File: src/set_assoc_cache_lru_lookup_macros.svh
// assertion macros for the set-associative lru lookup block
// expects clk and arst_n in the scope of the including module
`ifndef SET_ASSOC_CACHE_LRU_LOOKUP_MACROS_SVH
`define SET_ASSOC_CACHE_LRU_LOOKUP_MACROS_SVH

// same-cycle implication, checked outside reset
`define SALRU_ASSERT_IMP(lbl, ante, cons, msg) \
	lbl: assert property (@(posedge clk) disable iff (!arst_n) (ante) |-> (cons)) \
		else $error(msg);

// next-cycle implication, checked outside reset
`define SALRU_ASSERT_NXT(lbl, ante, cons, msg) \
	lbl: assert property (@(posedge clk) disable iff (!arst_n) (ante) |=> (cons)) \
		else $error(msg);

`endif

File: src/salru_pkg.sv
// shared types and constants for the set-associative lru lookup block
// no dependencies
`timescale 1ns / 1ps
`default_nettype none

package salru_pkg;

	// default geometry
	localparam int SETS_DEF        = 64;
	localparam int WAYS_DEF        = 4;
	localparam int OFFSET_BITS_DEF = 4;
	localparam int ADDR_BITS_DEF   = 32;

	// fixed field widths
	localparam int ADDR_W    = 32;
	localparam int WAY_OUT_W = 2;
	localparam int CNT_W     = 32;

	// front-to-back queue
	localparam int QUEUE_DEPTH = 2;
	localparam int Q_PTR_W     = $clog2(QUEUE_DEPTH);

	// request type code
	localparam logic REQ_FLUSH = 1'b1;

	// back-end sequencer states
	typedef enum logic [2:0] {
		BK_INIT,
		BK_IDLE,
		BK_UPDATE,
		BK_FLUSH,
		BK_FL_RESP
	} back_state_t;

	// head of queue as seen by the back end
	typedef struct packed {
		logic vld;
		logic flush;
	} q_head_t;

	// back-end status returned to the front end
	typedef struct packed {
		logic pop;
		logic init_busy;
	} back_stat_t;

endpackage

`default_nettype wire

File: src/salru_front.sv
// front end: accepts transactions, splits the address into set and tag, queues them
// depends on salru_pkg
`timescale 1ns / 1ps
`default_nettype none

module salru_front #(
	parameter int SETS        = salru_pkg::SETS_DEF,
	parameter int OFFSET_BITS = salru_pkg::OFFSET_BITS_DEF,
	parameter int ADDR_BITS   = salru_pkg::ADDR_BITS_DEF,
	parameter int SET_W       = 6,
	parameter int TAG_W       = 22
) (
	input  logic                          clk,
	input  logic                          arst_n,
	input  logic                          in_valid,
	output logic                          in_ready,
	input  logic                          req_type,
	input  logic [salru_pkg::ADDR_W-1:0]  addr,
	output salru_pkg::q_head_t            q_head,
	output logic [SET_W-1:0]              q_set,
	output logic [TAG_W-1:0]              q_tag,
	input  salru_pkg::back_stat_t         bk_stat
);
	import salru_pkg::*;

	localparam int IDX_W  = $clog2(SETS);
	localparam int EFF_A  = (ADDR_BITS < ADDR_W) ? ADDR_BITS : ADDR_W;
	localparam int TAG_SH = OFFSET_BITS + IDX_W;
	localparam logic [ADDR_W-1:0] AMASK =
		(EFF_A >= ADDR_W) ? {ADDR_W{1'b1}} : ADDR_W'((64'd1 << EFF_A) - 64'd1);
	localparam logic [SET_W:0] SETS_V = (SET_W + 1)'(SETS);
	localparam logic [Q_PTR_W:0] Q_FULL = (Q_PTR_W + 1)'(QUEUE_DEPTH);

	logic [ADDR_W-1:0] addr_m;
	logic [ADDR_W-1:0] set_sh;
	logic [ADDR_W-1:0] tag_sh;
	logic [SET_W:0]    set_raw;
	logic [SET_W-1:0]  set_idx;
	logic [TAG_W-1:0]  tag_val;

	logic              qf_q [QUEUE_DEPTH];
	logic [SET_W-1:0]  qs_q [QUEUE_DEPTH];
	logic [TAG_W-1:0]  qt_q [QUEUE_DEPTH];
	logic [Q_PTR_W-1:0] wr_ptr_q;
	logic [Q_PTR_W-1:0] rd_ptr_q;
	logic [Q_PTR_W:0]   cnt_q;
	logic               push;

	// address split, set index folded into range for set counts that are not a power of two
	always_comb begin
		addr_m  = addr & AMASK;
		set_sh  = addr_m >> OFFSET_BITS;
		tag_sh  = addr_m >> TAG_SH;
		set_raw = '0;
		if (IDX_W > 0) begin
			set_raw = {1'b0, set_sh[SET_W-1:0]};
		end
		if (set_raw >= SETS_V) begin
			set_idx = SET_W'(set_raw - SETS_V);
		end else begin
			set_idx = set_raw[SET_W-1:0];
		end
		tag_val = tag_sh[TAG_W-1:0];
	end

	// input handshake, held off while the back end clears its memories
	assign in_ready = (cnt_q != Q_FULL) && !bk_stat.init_busy;
	assign push     = in_valid && in_ready;

	// queue storage
	always_ff @(posedge clk) begin
		if (push) begin
			qf_q[wr_ptr_q] <= (req_type == REQ_FLUSH);
			qs_q[wr_ptr_q] <= set_idx;
			qt_q[wr_ptr_q] <= tag_val;
		end
	end

	// queue pointers and fill count
	always_ff @(posedge clk or negedge arst_n) begin
		if (!arst_n) begin
			wr_ptr_q <= '0;
			rd_ptr_q <= '0;
			cnt_q    <= '0;
		end else begin
			if (push) begin
				wr_ptr_q <= wr_ptr_q + 1'b1;
			end
			if (bk_stat.pop) begin
				rd_ptr_q <= rd_ptr_q + 1'b1;
			end
			case ({push, bk_stat.pop})
				2'b10:   cnt_q <= cnt_q + 1'b1;
				2'b01:   cnt_q <= cnt_q - 1'b1;
				default: cnt_q <= cnt_q;
			endcase
		end
	end

	// queue head
	assign q_head.vld   = (cnt_q != '0);
	assign q_head.flush = qf_q[rd_ptr_q];
	assign q_set        = qs_q[rd_ptr_q];
	assign q_tag        = qt_q[rd_ptr_q];

endmodule

`default_nettype wire

File: config.mk
export PLATFORM = sky130hd
export DESIGN_NAME = salru_front
export DESIGN_NICKNAME = d
export VERILOG_FILES = /design/src/set_assoc_cache_lru_lookup_macros.svh /design/src/salru_pkg.sv /design/src/salru_front.sv
export SDC_FILE = /design/constraint.sdc
export NUM_CORES = 1
export LEC_CHECK = 0
export ABC_CLOCK_PERIOD_IN_PS = 3400
export BUFFER_PORTS_ARGS = -buffer_cell sky130_fd_sc_hd__buf_2
export CORE_ASPECT_RATIO = 1.75
export CORE_MARGIN = 4
export CORE_UTILIZATION = 34
export CTS_BUF_LIST = sky130_fd_sc_hd__clkbuf_16
export CTS_CLUSTER_DIAMETER = 40
export DETAILED_ROUTE_END_ITERATION = 12
export HOLD_SLACK_MARGIN = 0.1
export REMOVE_ABC_BUFFERS = 1
export SKIP_CTS_REPAIR_TIMING = 1
export SLEW_MARGIN = 5
export SYNTH_ARGS = -nofsm -noshare
export SYNTH_HDL_FRONTEND = slang
export SYNTH_SLANG_ARGS = --single-unit
export TNS_END_PERCENT = 10
File: constraint.sdc
create_clock -name clk -period 3.4 [get_ports clk]
set_input_delay 0.68 -clock clk [delete_from_list [all_inputs] [get_ports clk]]
set_output_delay 0.68 -clock clk [all_outputs]
set_load 0.02 [all_outputs]
* After elaboration in Yosys (flattened, before gate mapping)
Memory sizes are Yosys's and may differ from the RTL's. Index checks and enable logic that the tools add are counted. W data, S select, Z words.
Operators by class: add/sub/neg operators 5, $mul 0, divide/modulo/power cells 0, magnitude comparators 1, equality and inequality tests 3, shifts and indexed selects 0, multiplexer cells 4, bitwise logic cells 0, reductions and logical operators 5
Operator list (number):
- $ge A6 B7 Y1 const B | 1
- $mux W6 | 1
- $sub A6 B1 Y6 const B | 1
- $pmux W2 S2 | 1
- $reduce_bool A2 Y1 | 2
- $add A1 B1 Y1 const B | 2
- $add A2 B1 Y2 const B | 1
- $eq A2 B1 Y1 const B | 1
- $eq A2 B2 Y1 const B | 1
- $logic_and A1 B1 Y1 | 2
- $mux W1 | 2
- $ne A2 B2 Y1 const B | 1
- $sub A2 B1 Y2 const B | 1
- $logic_not A1 Y1 | 1
Word-level totals: bits in registers 4, bits in latches 0, RAM bits 58, bits in read-only memories 0, output and inout port bits 31, word-level logic and storage cells 24, memories 3
Memory list:
- qt_q | depth 2, bits a word 22, rd ports 1, clocked after memory_dff 0, write ports 1, RTL line salru_front.sv:43 | logic [TAG_W-1:0] qt_q [QUEUE_DEPTH];
- qs_q | depth 2, bits a word 6, rd ports 1, clocked after memory_dff 0, write ports 1, RTL line salru_front.sv:42 | logic [SET_W-1:0] qs_q [QUEUE_DEPTH];
- qf_q | depth 2, bits a word 1, rd ports 1, clocked after memory_dff 0, write ports 1, RTL line salru_front.sv:41 | logic qf_q [QUEUE_DEPTH];

* Depth between registers and ports, before layout
depth after elaboration 5, depth in mapped cells 6, gate-level depth less buffers 6

* Least setup slack after synthesis
OpenSTA, ideal clock, no wires.
path kind input to register, start point input port bk_stat[0] (netlist name), end point memory qf_q[0], enable pin, setup time 0.415 ns, data arrival time 2.277 ns, required time 2.985 ns, path slack 0.708 ns, stages on the path 2, cells stage by stage a211o_2 nor2_1
On the way: longest elaborated chain between the ends 5
RTL lines:
- start, declared | RTL line salru_front.sv:22 | input salru_pkg::back_stat_t bk_stat
- $logic_not A1 Y1 | RTL line salru_front.sv:67 | assign in_ready = (cnt_q != Q_FULL) && !bk_stat.init_busy;
- $logic_and A1 B1 Y1 | RTL line salru_front.sv:67
- $logic_and A1 B1 Y1 | RTL line salru_front.sv:68 | assign push = in_valid && in_ready;
- $mux W1 | RTL line salru_front.sv:72 | if (push) begin
- $mux W1 (not written as such) | RTL line salru_front.sv:73 | qf_q[wr_ptr_q] <= (req_type == REQ_FLUSH);
- end, declared | RTL line salru_front.sv:41
Every way passes these cells.

* Worst setup path in the final report
start point register rd_ptr_q, end point output port q_set[3]
On the way: longest elaborated chain between the ends 1
RTL lines:
- start, declared | RTL line salru_front.sv:45 | logic [Q_PTR_W-1:0] rd_ptr_q;
- start signal, assigned | RTL line salru_front.sv:90 | rd_ptr_q <= rd_ptr_q + 1'b1;
- $mem_v2 Z2 W6
- end, declared | RTL line salru_front.sv:20 | output logic [SET_W-1:0] q_set,
Every way passes these cells.

==> out/metrics.cfg <==
[synth]
yosys_register_bits = 62
synthAdderAreaFrac_pct = 0.546
avgSynthCellArea_um2 = 21.0
synthCells = 109
synth-async-reset-ratio_pct = 6.45
synth_ff_type = edfxtp_1
syn_area_um2 = 2290
synth_compound_area_share_pct = 0.655
yosysUniqueCellTypes = 14
synth_top_family_by_area = multiplexers
synth_edf_count = 58
yosysWarnings = 0
synth_xor_area_share_pct = 2.24
ys_seq_area_share_pct = 80.4
synthMuxAreaShare_pct = 14.3
synthSimpleGateAreaFrac_pct = 0.765

[detailed_routing]
ant_nets = 0
wl_per_cell_um = 14.9
vias_per_cell = 4.44
first_pass_iters = 4
dr.first_iter.drc_count = 65
wl_um = 4050
drcViolationCount = 0
vias = 1204

[placed_design]
postPlaceCellArea_um2 = 2740
dp_hpwl_um = 2780
portBuffers = 64
place.gp.congestion = 0.679

[cts]
cts_buffers = 9
htree_levels = 3
clk_latency_ns = 0.32
path_clk_slew_ns = 0.05
cts_buffer_depth = 2
cts_tree = yes
cts_root_buf = clkbuf_16
cts_sinks = 62

[power_and_ir_drop]
power-per-cell-area_nw_per_um2 = 823
leakagePower_nw = 1.15
finalPower_mw = 2.46
vdd_ir_drop_max_mv = 0.414

[sta]
period_share_pct = 77.5
fin_crit_ns = 2.63
fmax_mhz = 380
rsz0062_at_grt = false
setup_viol = 0
slew_violations = 0
final_hold_viol_count = 0
fin_skew_ns = 0.00612
fin_tns_setup_ns = 0
tightestPinTransition_ns = 0.582
slew_headroom_pct = 61.2

[global_routing]
met3_usage_pct = 3.27
grt.busiest_layer = met2
grt_antenna_before_repair = 0
overflow = 0
grt_pass1_wl_um = 6100
grt_pass1_vias = 1269
grt_use_met1_pct = 9.06
track_usage_pct = 10.6
grt_start_max_net_pins = 19
met2_usage_pct = 20.0

[floorplan]
core_um2 = 6540
dieArea_um2 = 8170
start_util_pct = 35.0
dieWidth_um = 70.1
io_pins = 69
core.rowCount = 39
die_y_um = 117

[worst_setup_path]
crit_arrival_ns = 1.95
reg2reg_depth = 4
cp_max_fo = 18
worst_ep_required_time_ns = 2.72
timing.rr.end = qt_q[0][2]
worst_setup_path_start_kind = flop
r2r_start = cnt_q[0]
r2r_slack_ns = 1.53
critPathKind = reg -> out
endpoint_kind = output pin

[cells_and_area]
finish.utilization_pct = 45.7
diodes = 0
layout-drive-gt1-share_pct = 58.7
stdcell_area_um2 = 2990
fill_cells = 617
area_growth_pct = 30.4
fin_nets = 223

[outcome]
outcome = finished, final reports clean

[worst_hold_path]
worst_hold_path_type = in -> async

[job]
max_cap_violations = 0

-- cell usage after synthesis (2+ instances only) --
| library cell | instances | area (um^2) |
|---|---|---|
| buf_2 | 3 | 15.0 |
| dfrtp_1 | 4 | 100 |
| edfxtp_1 | 58 | 1740 |
| inv_1 | 2 | 7.51 |
| mux2_2 | 29 | 327 |
| nor2_1 | 3 | 11.3 |
| xnor2_1 | 2 | 17.5 |
| xor2_1 | 2 | 17.5 |
-- placed cells by master, fill, tap and decap left out --
cell,count
buf_4,3
xnor2_1,2
clkbuf_16,9
nor2_1,1
nor2_4,2
ha_1,1
inv_1,5
clkinv_1,4
a211o_2,1
edfxtp_1,58
inv_2,1
xnor2_2,1
a21oi_1,1
dfrtp_1,4
buf_2,64
xor2_1,2
mux2_2,29
or2_2,1
-- power breakdown --
part | switching, mW | internal, mW | leakage [nW]
combinational | 0.382 | 0.295 | 0.439
sequential | 0.0731 | 0.960 | 0.577
clock | 0.276 | 0.472 | 0.133
-- cell type report --
cell class / count / area (um^2) / area share (%)
flip-flops and latches: 62 / 1840 / 61.6
clock buffers: 9 / 225 / 7.54
well taps: 82 / 103 / 3.43
clock inverters: 7 / 26.3 / 0.879
repair buffers: 67 / 343 / 11.5
inverters: 3 / 11.3 / 0.377
multi-input cells: 41 / 438 / 14.7
-- sequential cells by signal, summed over array words and instances (netlist names) --
name	count
qf_q	2
qt_q	44
qs_q	12
rd_ptr_q	1
wr_ptr_q	1
cnt_q	2
-- cells by family (layout without fill, tap and decap cells) --
logic type / after synthesis / after routing
and+or+nand+nor: 4 / 4
adders and majority gates: 1 / 1
DFF: 62 / 62
muxes: 29 / 29
xor gates and xnor gates: 5 / 5
AOI/OAI and AO/OA: 2 / 2
buffers and inverters: 6 / 86
-- per-stage QoR --
step	hold WS [ns]	worst slack, ns	cells
finish	0.157	0.766	271
global route	0.152	0.655	271
CTS	0.147	0.690	271
detailed placement	0.492	1.03	255
global placement	0.492	1.04	255
floorplan	0.384	0.708	106
-- critical path: stages (launching register included) --
cell and delay (ns):
dfrtp_1 0.70, buf_4 0.37, mux2_2 0.38, buf_2 0.16
-- how the worst max path moves through the flow --
stage	startpoint	end	slack, ns	depth (start not counted)
after floorplan	bk_stat[0]	qf_q[0]	0.71	2
after global placement	rd_ptr_q	q_set[3]	1.04	3
after detailed placement	rd_ptr_q	q_set[3]	1.03	3
after CTS	rd_ptr_q	q_set[3]	0.69	3
after global routing	rd_ptr_q	q_set[3]	0.66	3
final	rd_ptr_q	q_set[3]	0.77	3
-- per-layer routing --
layer	routed length, um	up-vias
li1	-	571
met4	119	0
met2	2310	42
met1	1390	583
met3	228	8
met5	0	-
Note: power is estimated with default switching activity, not from simulation.
